==> config.mk <==
export PLATFORM = sky130hd
export DESIGN_NAME = crc16_packet_framer_unit
export DESIGN_NICKNAME = d
export VERILOG_FILES = /design/src/hw/rtl/crc16pf_pkg.sv /design/src/hw/rtl/crc16_packet_framer_unit.sv
export SDC_FILE = /design/constraint.sdc
export NUM_CORES = 1
export LEC_CHECK = 0
export BUFFER_PORTS_ARGS = -buffer_cell sky130_fd_sc_hd__clkbuf_2
export CORE_MARGIN = 5
export CORE_UTILIZATION = 35
export CTS_BUF_LIST = sky130_fd_sc_hd__clkbuf_4 sky130_fd_sc_hd__clkbuf_8
export CTS_CLUSTER_DIAMETER = 150
export CTS_CLUSTER_SIZE = 12
export DETAILED_ROUTE_END_ITERATION = 8
export PLACE_DENSITY_LB_ADDON = 0.08
export SYNTH_ARGS = -nofsm -noshare
export SYNTH_HDL_FRONTEND = slang
export SYNTH_SLANG_ARGS = --single-unit
==> constraint.sdc <==
create_clock -name clk -period 6.4 [get_ports clk]
set_input_delay 0.96 -clock clk [delete_from_list [all_inputs] [get_ports clk]]
set_output_delay 0.96 -clock clk [all_outputs]
set_load 0.01 [all_outputs]
==> src/hw/rtl/crc16pf_pkg.sv <==
// Shared types and constants for the CRC-16 packet framer.
package crc16pf_pkg;

    // Largest payload length a start item may request.
    localparam logic [16:0] MAX_PAYLOAD = 17'd1024;
    // Header bytes plus the two CRC bytes.
    localparam logic [11:0] FRAME_OVERHEAD = 12'd14;

    typedef enum logic {
        OP_START = 1'b0,
        OP_DATA  = 1'b1
    } op_t;

    typedef enum logic [1:0] {
        STATUS_FRAME    = 2'd0,
        STATUS_OVERSIZE = 2'd1,
        STATUS_ORDER    = 2'd2
    } status_t;

    // Configuration register indexes.
    localparam logic [2:0] CFG_SYNC_FIRST    = 3'd0;
    localparam logic [2:0] CFG_SYNC_SECOND   = 3'd1;
    localparam logic [2:0] CFG_PROTO_VERSION = 3'd2;
    localparam logic [2:0] CFG_MESSAGE_KIND  = 3'd3;
    localparam logic [2:0] CFG_CRC_POLY      = 3'd4;
    localparam logic [2:0] CFG_CRC_SEED      = 3'd5;
    localparam logic [2:0] CFG_MAX_FRAME     = 3'd6;

    // Byte positions within the emitted header and trailing CRC.
    localparam logic [3:0] IDX_SYNC_FIRST  = 4'd0;
    localparam logic [3:0] IDX_SYNC_SECOND = 4'd1;
    localparam logic [3:0] IDX_VERSION     = 4'd2;
    localparam logic [3:0] IDX_KIND        = 4'd3;
    localparam logic [3:0] IDX_SEQ_LO      = 4'd4;
    localparam logic [3:0] IDX_SEQ_HI      = 4'd5;
    localparam logic [3:0] IDX_TSTAMP_FIRST = 4'd6;
    localparam logic [3:0] IDX_TSTAMP_LAST = 4'd9;
    localparam logic [3:0] IDX_LEN_LO      = 4'd10;
    localparam logic [3:0] IDX_LEN_HI      = 4'd11;
    localparam logic [3:0] IDX_CRC_LO      = 4'd12;
    localparam logic [3:0] IDX_CRC_HI      = 4'd13;

    typedef struct packed {
        op_t         op;
        logic [10:0] frame_length;
        logic [7:0]  data_byte;
    } item_t;

    typedef struct packed {
        logic [7:0] out_byte;
        status_t    status;
        logic       last;
    } result_t;

    // One byte through an MSB-first CRC-16 with a programmable polynomial.
    function automatic logic [15:0] crc_feed(input logic [15:0] crc,
                                             input logic [7:0]  b,
                                             input logic [15:0] poly);
        logic [15:0] c;
        c = crc ^ {b, 8'h00};
        for (int k = 0; k < 8; k++) begin
            if (c[15]) begin
                c = {c[14:0], 1'b0} ^ poly;
            end else begin
                c = {c[14:0], 1'b0};
            end
        end
        return c;
    endfunction

endpackage

==> src/hw/rtl/crc16_packet_framer_unit.sv <==
// Byte-serial packet framer that emits a header, payload bytes and a CRC-16 trailer.
// A data item's result shows in the cycle after acceptance; one data item per cycle while
// the output is free, and the last one adds two CRC bytes. A start item that opens a frame
// arms the sequencer, which loads one header (and, for an empty payload, CRC) byte per cycle
// into the output register while it is free. No item is taken while those bytes are loading.
// Reset clears the sequence counter, the CRC, the frame state and loads register defaults.
module crc16_packet_framer_unit (
    input  logic                 clk,
    input  logic                 rst_n,
    input  logic                 item_valid,
    output logic                 item_ready,
    input  crc16pf_pkg::item_t   item,
    output logic                 result_valid,
    input  logic                 result_ready,
    output crc16pf_pkg::result_t result,
    input  logic                 cfg_valid,
    output logic                 cfg_ready,
    input  logic [2:0]           cfg_index,
    input  logic [15:0]          cfg_data
);

    logic [7:0]  sync_first_reg, sync_second_reg, version_reg, kind_reg;
    logic [15:0] poly_reg, seed_reg;
    logic [10:0] max_frame_reg;

    logic [15:0] seq_count_reg, seq_count_next;
    logic [15:0] crc_reg, crc_next;
    logic [10:0] bytes_left_reg, bytes_left_next;
    logic        frame_open_reg, frame_open_next;
    logic        seq_active_reg, seq_active_next;
    logic [3:0]  seq_idx_reg, seq_idx_next;
    logic [10:0] len_reg, len_next;

    logic                 out_valid_reg, out_valid_next;
    crc16pf_pkg::result_t out_reg, out_next;

    logic       out_free;
    logic [7:0] seq_byte;
    logic       seq_last;
    logic       oversize;

    assign cfg_ready    = 1'b1;
    assign out_free     = !out_valid_reg || result_ready;
    assign item_ready   = !seq_active_reg && out_free;
    assign result_valid = out_valid_reg;
    assign result       = out_reg;

    assign oversize = ({6'd0, item.frame_length} > crc16pf_pkg::MAX_PAYLOAD) ||
                      (({1'b0, item.frame_length} + crc16pf_pkg::FRAME_OVERHEAD) >
                       {1'b0, max_frame_reg});

    always_comb
    begin
        case (seq_idx_reg)
            crc16pf_pkg::IDX_SYNC_FIRST:  seq_byte = sync_first_reg;
            crc16pf_pkg::IDX_SYNC_SECOND: seq_byte = sync_second_reg;
            crc16pf_pkg::IDX_VERSION:     seq_byte = version_reg;
            crc16pf_pkg::IDX_KIND:        seq_byte = kind_reg;
            crc16pf_pkg::IDX_SEQ_LO:      seq_byte = seq_count_reg[7:0];
            crc16pf_pkg::IDX_SEQ_HI:      seq_byte = seq_count_reg[15:8];
            crc16pf_pkg::IDX_LEN_LO:      seq_byte = len_reg[7:0];
            crc16pf_pkg::IDX_LEN_HI:      seq_byte = {5'd0, len_reg[10:8]};
            crc16pf_pkg::IDX_CRC_LO:      seq_byte = crc_reg[7:0];
            crc16pf_pkg::IDX_CRC_HI:      seq_byte = crc_reg[15:8];
            default:                      seq_byte = 8'd0;
        endcase
    end

    // The header ends the item unless an empty payload sends the CRC straight after it.
    assign seq_last = (seq_idx_reg == crc16pf_pkg::IDX_CRC_HI) ||
                      ((seq_idx_reg == crc16pf_pkg::IDX_LEN_HI) && (len_reg != 11'd0));

    always_comb
    begin
        seq_count_next  = seq_count_reg;
        crc_next        = crc_reg;
        bytes_left_next = bytes_left_reg;
        frame_open_next = frame_open_reg;
        seq_active_next = seq_active_reg;
        seq_idx_next    = seq_idx_reg;
        len_next        = len_reg;
        out_valid_next  = out_valid_reg && !result_ready;
        out_next        = out_reg;

        if (seq_active_reg && out_free) begin
            out_valid_next = 1'b1;
            out_next       = '{out_byte: seq_byte, status: crc16pf_pkg::STATUS_FRAME,
                               last: seq_last};
            if (seq_idx_reg inside {[crc16pf_pkg::IDX_VERSION:crc16pf_pkg::IDX_LEN_HI]}) begin
                crc_next = crc16pf_pkg::crc_feed(crc_reg, seq_byte, poly_reg);
            end
            if (seq_idx_reg == crc16pf_pkg::IDX_LEN_HI) begin
                seq_count_next = seq_count_reg + 16'd1;
                if (len_reg == 11'd0) begin
                    seq_idx_next = crc16pf_pkg::IDX_CRC_LO;
                end else begin
                    seq_active_next = 1'b0;
                    frame_open_next = 1'b1;
                    bytes_left_next = len_reg;
                end
            end else if (seq_idx_reg == crc16pf_pkg::IDX_CRC_HI) begin
                seq_active_next = 1'b0;
            end else begin
                seq_idx_next = seq_idx_reg + 4'd1;
            end
        end else if (item_valid && item_ready) begin
            if (item.op == crc16pf_pkg::OP_START) begin
                if (frame_open_reg) begin
                    out_valid_next = 1'b1;
                    out_next = '{out_byte: 8'd0, status: crc16pf_pkg::STATUS_ORDER, last: 1'b1};
                end else if (oversize) begin
                    out_valid_next = 1'b1;
                    out_next = '{out_byte: 8'd0, status: crc16pf_pkg::STATUS_OVERSIZE,
                                 last: 1'b1};
                end else begin
                    seq_active_next = 1'b1;
                    seq_idx_next    = crc16pf_pkg::IDX_SYNC_FIRST;
                    len_next        = item.frame_length;
                    crc_next        = seed_reg;
                end
            end else begin
                out_valid_next = 1'b1;
                if (!frame_open_reg) begin
                    out_next = '{out_byte: 8'd0, status: crc16pf_pkg::STATUS_ORDER, last: 1'b1};
                end else begin
                    crc_next = crc16pf_pkg::crc_feed(crc_reg, item.data_byte, poly_reg);
                    bytes_left_next = bytes_left_reg - 11'd1;
                    if (bytes_left_reg == 11'd1) begin
                        // Final payload byte: the two CRC bytes follow.
                        frame_open_next = 1'b0;
                        seq_active_next = 1'b1;
                        seq_idx_next    = crc16pf_pkg::IDX_CRC_LO;
                        out_next = '{out_byte: item.data_byte,
                                     status: crc16pf_pkg::STATUS_FRAME, last: 1'b0};
                    end else begin
                        out_next = '{out_byte: item.data_byte,
                                     status: crc16pf_pkg::STATUS_FRAME, last: 1'b1};
                    end
                end
            end
        end
    end

    always_ff @(posedge clk or negedge rst_n)
    begin
        if (!rst_n) begin
            sync_first_reg  <= 8'hAA;
            sync_second_reg <= 8'h55;
            version_reg     <= 8'h01;
            kind_reg        <= 8'h00;
            poly_reg        <= 16'h1021;
            seed_reg        <= 16'hFFFF;
            max_frame_reg   <= 11'd1038;
        end else if (cfg_valid) begin
            case (cfg_index)
                crc16pf_pkg::CFG_SYNC_FIRST:    sync_first_reg  <= cfg_data[7:0];
                crc16pf_pkg::CFG_SYNC_SECOND:   sync_second_reg <= cfg_data[7:0];
                crc16pf_pkg::CFG_PROTO_VERSION: version_reg     <= cfg_data[7:0];
                crc16pf_pkg::CFG_MESSAGE_KIND:  kind_reg        <= cfg_data[7:0];
                crc16pf_pkg::CFG_CRC_POLY:      poly_reg        <= cfg_data;
                crc16pf_pkg::CFG_CRC_SEED:      seed_reg        <= cfg_data;
                crc16pf_pkg::CFG_MAX_FRAME:     max_frame_reg   <= cfg_data[10:0];
                default:
                begin
                end
            endcase
        end
    end

    always_ff @(posedge clk or negedge rst_n)
    begin
        if (!rst_n) begin
            seq_count_reg  <= 16'd0;
            crc_reg        <= 16'd0;
            bytes_left_reg <= 11'd0;
            frame_open_reg <= 1'b0;
            seq_active_reg <= 1'b0;
            seq_idx_reg    <= crc16pf_pkg::IDX_SYNC_FIRST;
            out_valid_reg  <= 1'b0;
        end else begin
            seq_count_reg  <= seq_count_next;
            crc_reg        <= crc_next;
            bytes_left_reg <= bytes_left_next;
            frame_open_reg <= frame_open_next;
            seq_active_reg <= seq_active_next;
            seq_idx_reg    <= seq_idx_next;
            out_valid_reg  <= out_valid_next;
        end
    end

    always_ff @(posedge clk)
    begin
        len_reg <= len_next;
        out_reg <= out_next;
    end

endmodule

==> flow_summary.toml <==
[placed_design]
portBuffers = 56
dp_hpwl_um = 28500
place.gp.congestion = 0.866
pre_cts_slack_ns = 0.597

[global_route]
grt_max_degree = 72
grt_pass1_vias = 9708
grt_first_pass_wirelength_um = 61100
antenna_found_initial = 0
grtUsageTotal = 0.202
grt_overflow = 0

[drt]
num_vias = 10100
drt_iter0_drc = 740
drc = 0
antenna_left = 0
wirelength_met1_um = 19600
wirelength_um = 39200
wl_met3_um = 1890
avgRoutedWirePerCell_um = 20.9
met2_length_um = 17100
maxUsedRoutingLayer = "met4"
via_per_inst = 5.41
drt_pass1_iterations = 5

[timing]
final.setup_skew_ns = 0.0110
fin_ws_ns = 0.619
setup_violations = 0
slew_viol_final = 0
finalSetupTns_ns = 0
min_period_ns = 5.78
rsz0062_at_grt = "no"
slew_headroom = 0.257
finalCritPeriodShare = 0.903
finalHoldViolations = 0
fmax_mhz = 173
tightest_slew_ns = 1.11

[floorplanning]
fp.coreArea_um2 = 34500
num_io_pins = 58
die_w_um = 197
num_rows = 68
start_util = 0.353
die_height_um = 197
die_area_um2 = 38600

[synth]
synth_top_area_frac = 0.191
syn-num-nets = 1454
synth-seq-cells = 147
yosysWarnings = 0
ys.flop_type = "dfrtp_1"
synth_edf_count = 20
syn_inst = 1388
ys_async_sr_fraction = 0.850
yosys.cell_types.count = 95
synth_area_um2 = 12200
synthTopCellsByArea = "dfrtp_1 19%, xnor2_1 14%, mux2_2 7.4%, nand2_1 7.2%, dfstp_2 6.9%"
synth_top_area_cell = "dfrtp_1"
avgSynthCellArea_um2 = 8.77
ys_seq_area_frac = 0.313

[clock_network]
max-clock-path-buffers = 2
cts_resized = 0
cts_made_buffers = 17
clock-sinks = 147
ctsHtreeMaxLevel = 4
cts-root-buf = "clkbuf_8"
clock_latency_ns = 0.48
clk_pin_slew_ns = 0.09
hold_buffers = 0
cts_tree = "done"
cts_setup_buffers = 0

[setup_path]
cp-end-kind = "flip-flop"
start_kind = "flip-flop"
cp.arrival_ns = 6.15
critPathMaxFanout = 18
critPathRequiredTime_ns = 6.77
path_class = "reg2reg"

[run]
drv_cap = 0

[final_layout]
antenna_cells = 0
final_util = 0.387
fin_nets = 1471
areaGrowthSynthToFinish_pct = 9.58
final_common_cell = "nand2_1"
final_layout_size_suffix_gt1_frac = 0.200
final_cell_mix = "235 x nand2_1, 200 x xnor2_1, 92 x dfrtp_1, 80 x mux2_2, 66 x o21ai_0"

[status]
status = "finished clean"

[worst_hold_path]
hold_class = "in2async"
## synth_stat cells (18+ instances only)
cell        n
nand3_1    51
edfxtp_1   20
nor2_1     41
xnor2_1   200
inv_1      26
xor2_1     48
nand2_1   235
dfstp_2    32
a21oi_1    33
a22oi_1    28
and3_1     32
o211ai_1   18
nor3_1     20
clkbuf_1   75
ha_1       22
o21ai_0    66
dfrtp_1    93
mux2_2     80
## cells by family (layout without fill, tap and decap cells)
| logic type | after synthesis | count (layout) | synth area share |
|---|---|---|---|
| AO/OA/AOI/OAI | 273 | 273 | 0.161 |
| XOR/XNOR | 255 | 255 | 0.190 |
| adder cells (fa/ha/maj) | 22 | 22 | 0.0226 |
| buffers and inverters | 132 | 162 | 0.0457 |
| flip-flops | 147 | 147 | 0.313 |
| multiplexers | 98 | 98 | 0.0902 |
| other | 1 | 1 | 0.000308 |
| AND/OR/NAND/NOR | 460 | 460 | 0.178 |
## metal layers
layer	vias to the layer above	track usage
met5	-	0
met4	0	0.0442
met3	29	0.0262
met2	274	0.306
met1	4947	0.307
li1	4887	-
## per-stage QoR
| step | std cells | area [um^2] | hold WS [ns] |
|---|---|---|---|
| 5_1_grt | 1873 | 13300 | 0.498 |
| 3_3_place_gp | 1840 | 12900 | 0.465 |
| 3_5_place_dp | 1840 | 12900 | 0.476 |
| 4_1_cts | 1872 | 13300 | 0.491 |
| 2_1_floorplan | 1388 | 12200 | 0.442 |
| 6_report | 1873 | 13300 | 0.484 |
## worst max-delay path: stages, from the launching register on
cell	delay (ns)
dfrtp_1	0.40
inv_1	0.10
ha_1	0.45
a22o_1	0.31
a32o_1	0.25
a2111oi_4	0.57
xnor2_2	0.36
or2b_1	0.37
o311ai_0	0.36
a32oi_1	0.13
xor2_1	0.20
xnor2_2	0.40
mux2i_1	0.13
xnor3_1	0.46
a21boi_4	0.60
o21ai_1	0.18
xor2_1	0.19
o211a_1	0.20
## final timing paths
path                                          startpoint  cells past startpoint  slack (ns)                            end
max in group asynchronous                          rst_n                      2        4.60       poly_reg[15]$_DFFE_PN0P_
setup reg to reg              seq_idx_reg[0]$_DFFE_PN0P_                     17        0.62         crc_reg[1]$_DFFE_PN0P_
setup / recovery              seq_idx_reg[0]$_DFFE_PN0P_                     17        0.62         crc_reg[1]$_DFFE_PN0P_
min in group clk           seq_count_reg[15]$_DFFE_PN0P_                      1        0.49  seq_count_reg[15]$_DFFE_PN0P_
hold reg to reg            seq_count_reg[15]$_DFFE_PN0P_                      1        0.49  seq_count_reg[15]$_DFFE_PN0P_
hold / removal                                     rst_n                      1        0.48   max_frame_reg[0]$_DFFE_PN0P_
## cell type report
cell class | count | area [um^2]
sequential | 147 | 3810
multi-input combinational | 1109 | 7840
inverter | 29 | 109
tap | 455 | 569
clock inverter | 15 | 156
clock buffer | 17 | 234
fill | 3522 | 21100
timing repair buffer | 101 | 624
Power is left out: the tool's default activity adds up to more than one toggle a clock period on the data nets, which glitch-free logic cannot reach.
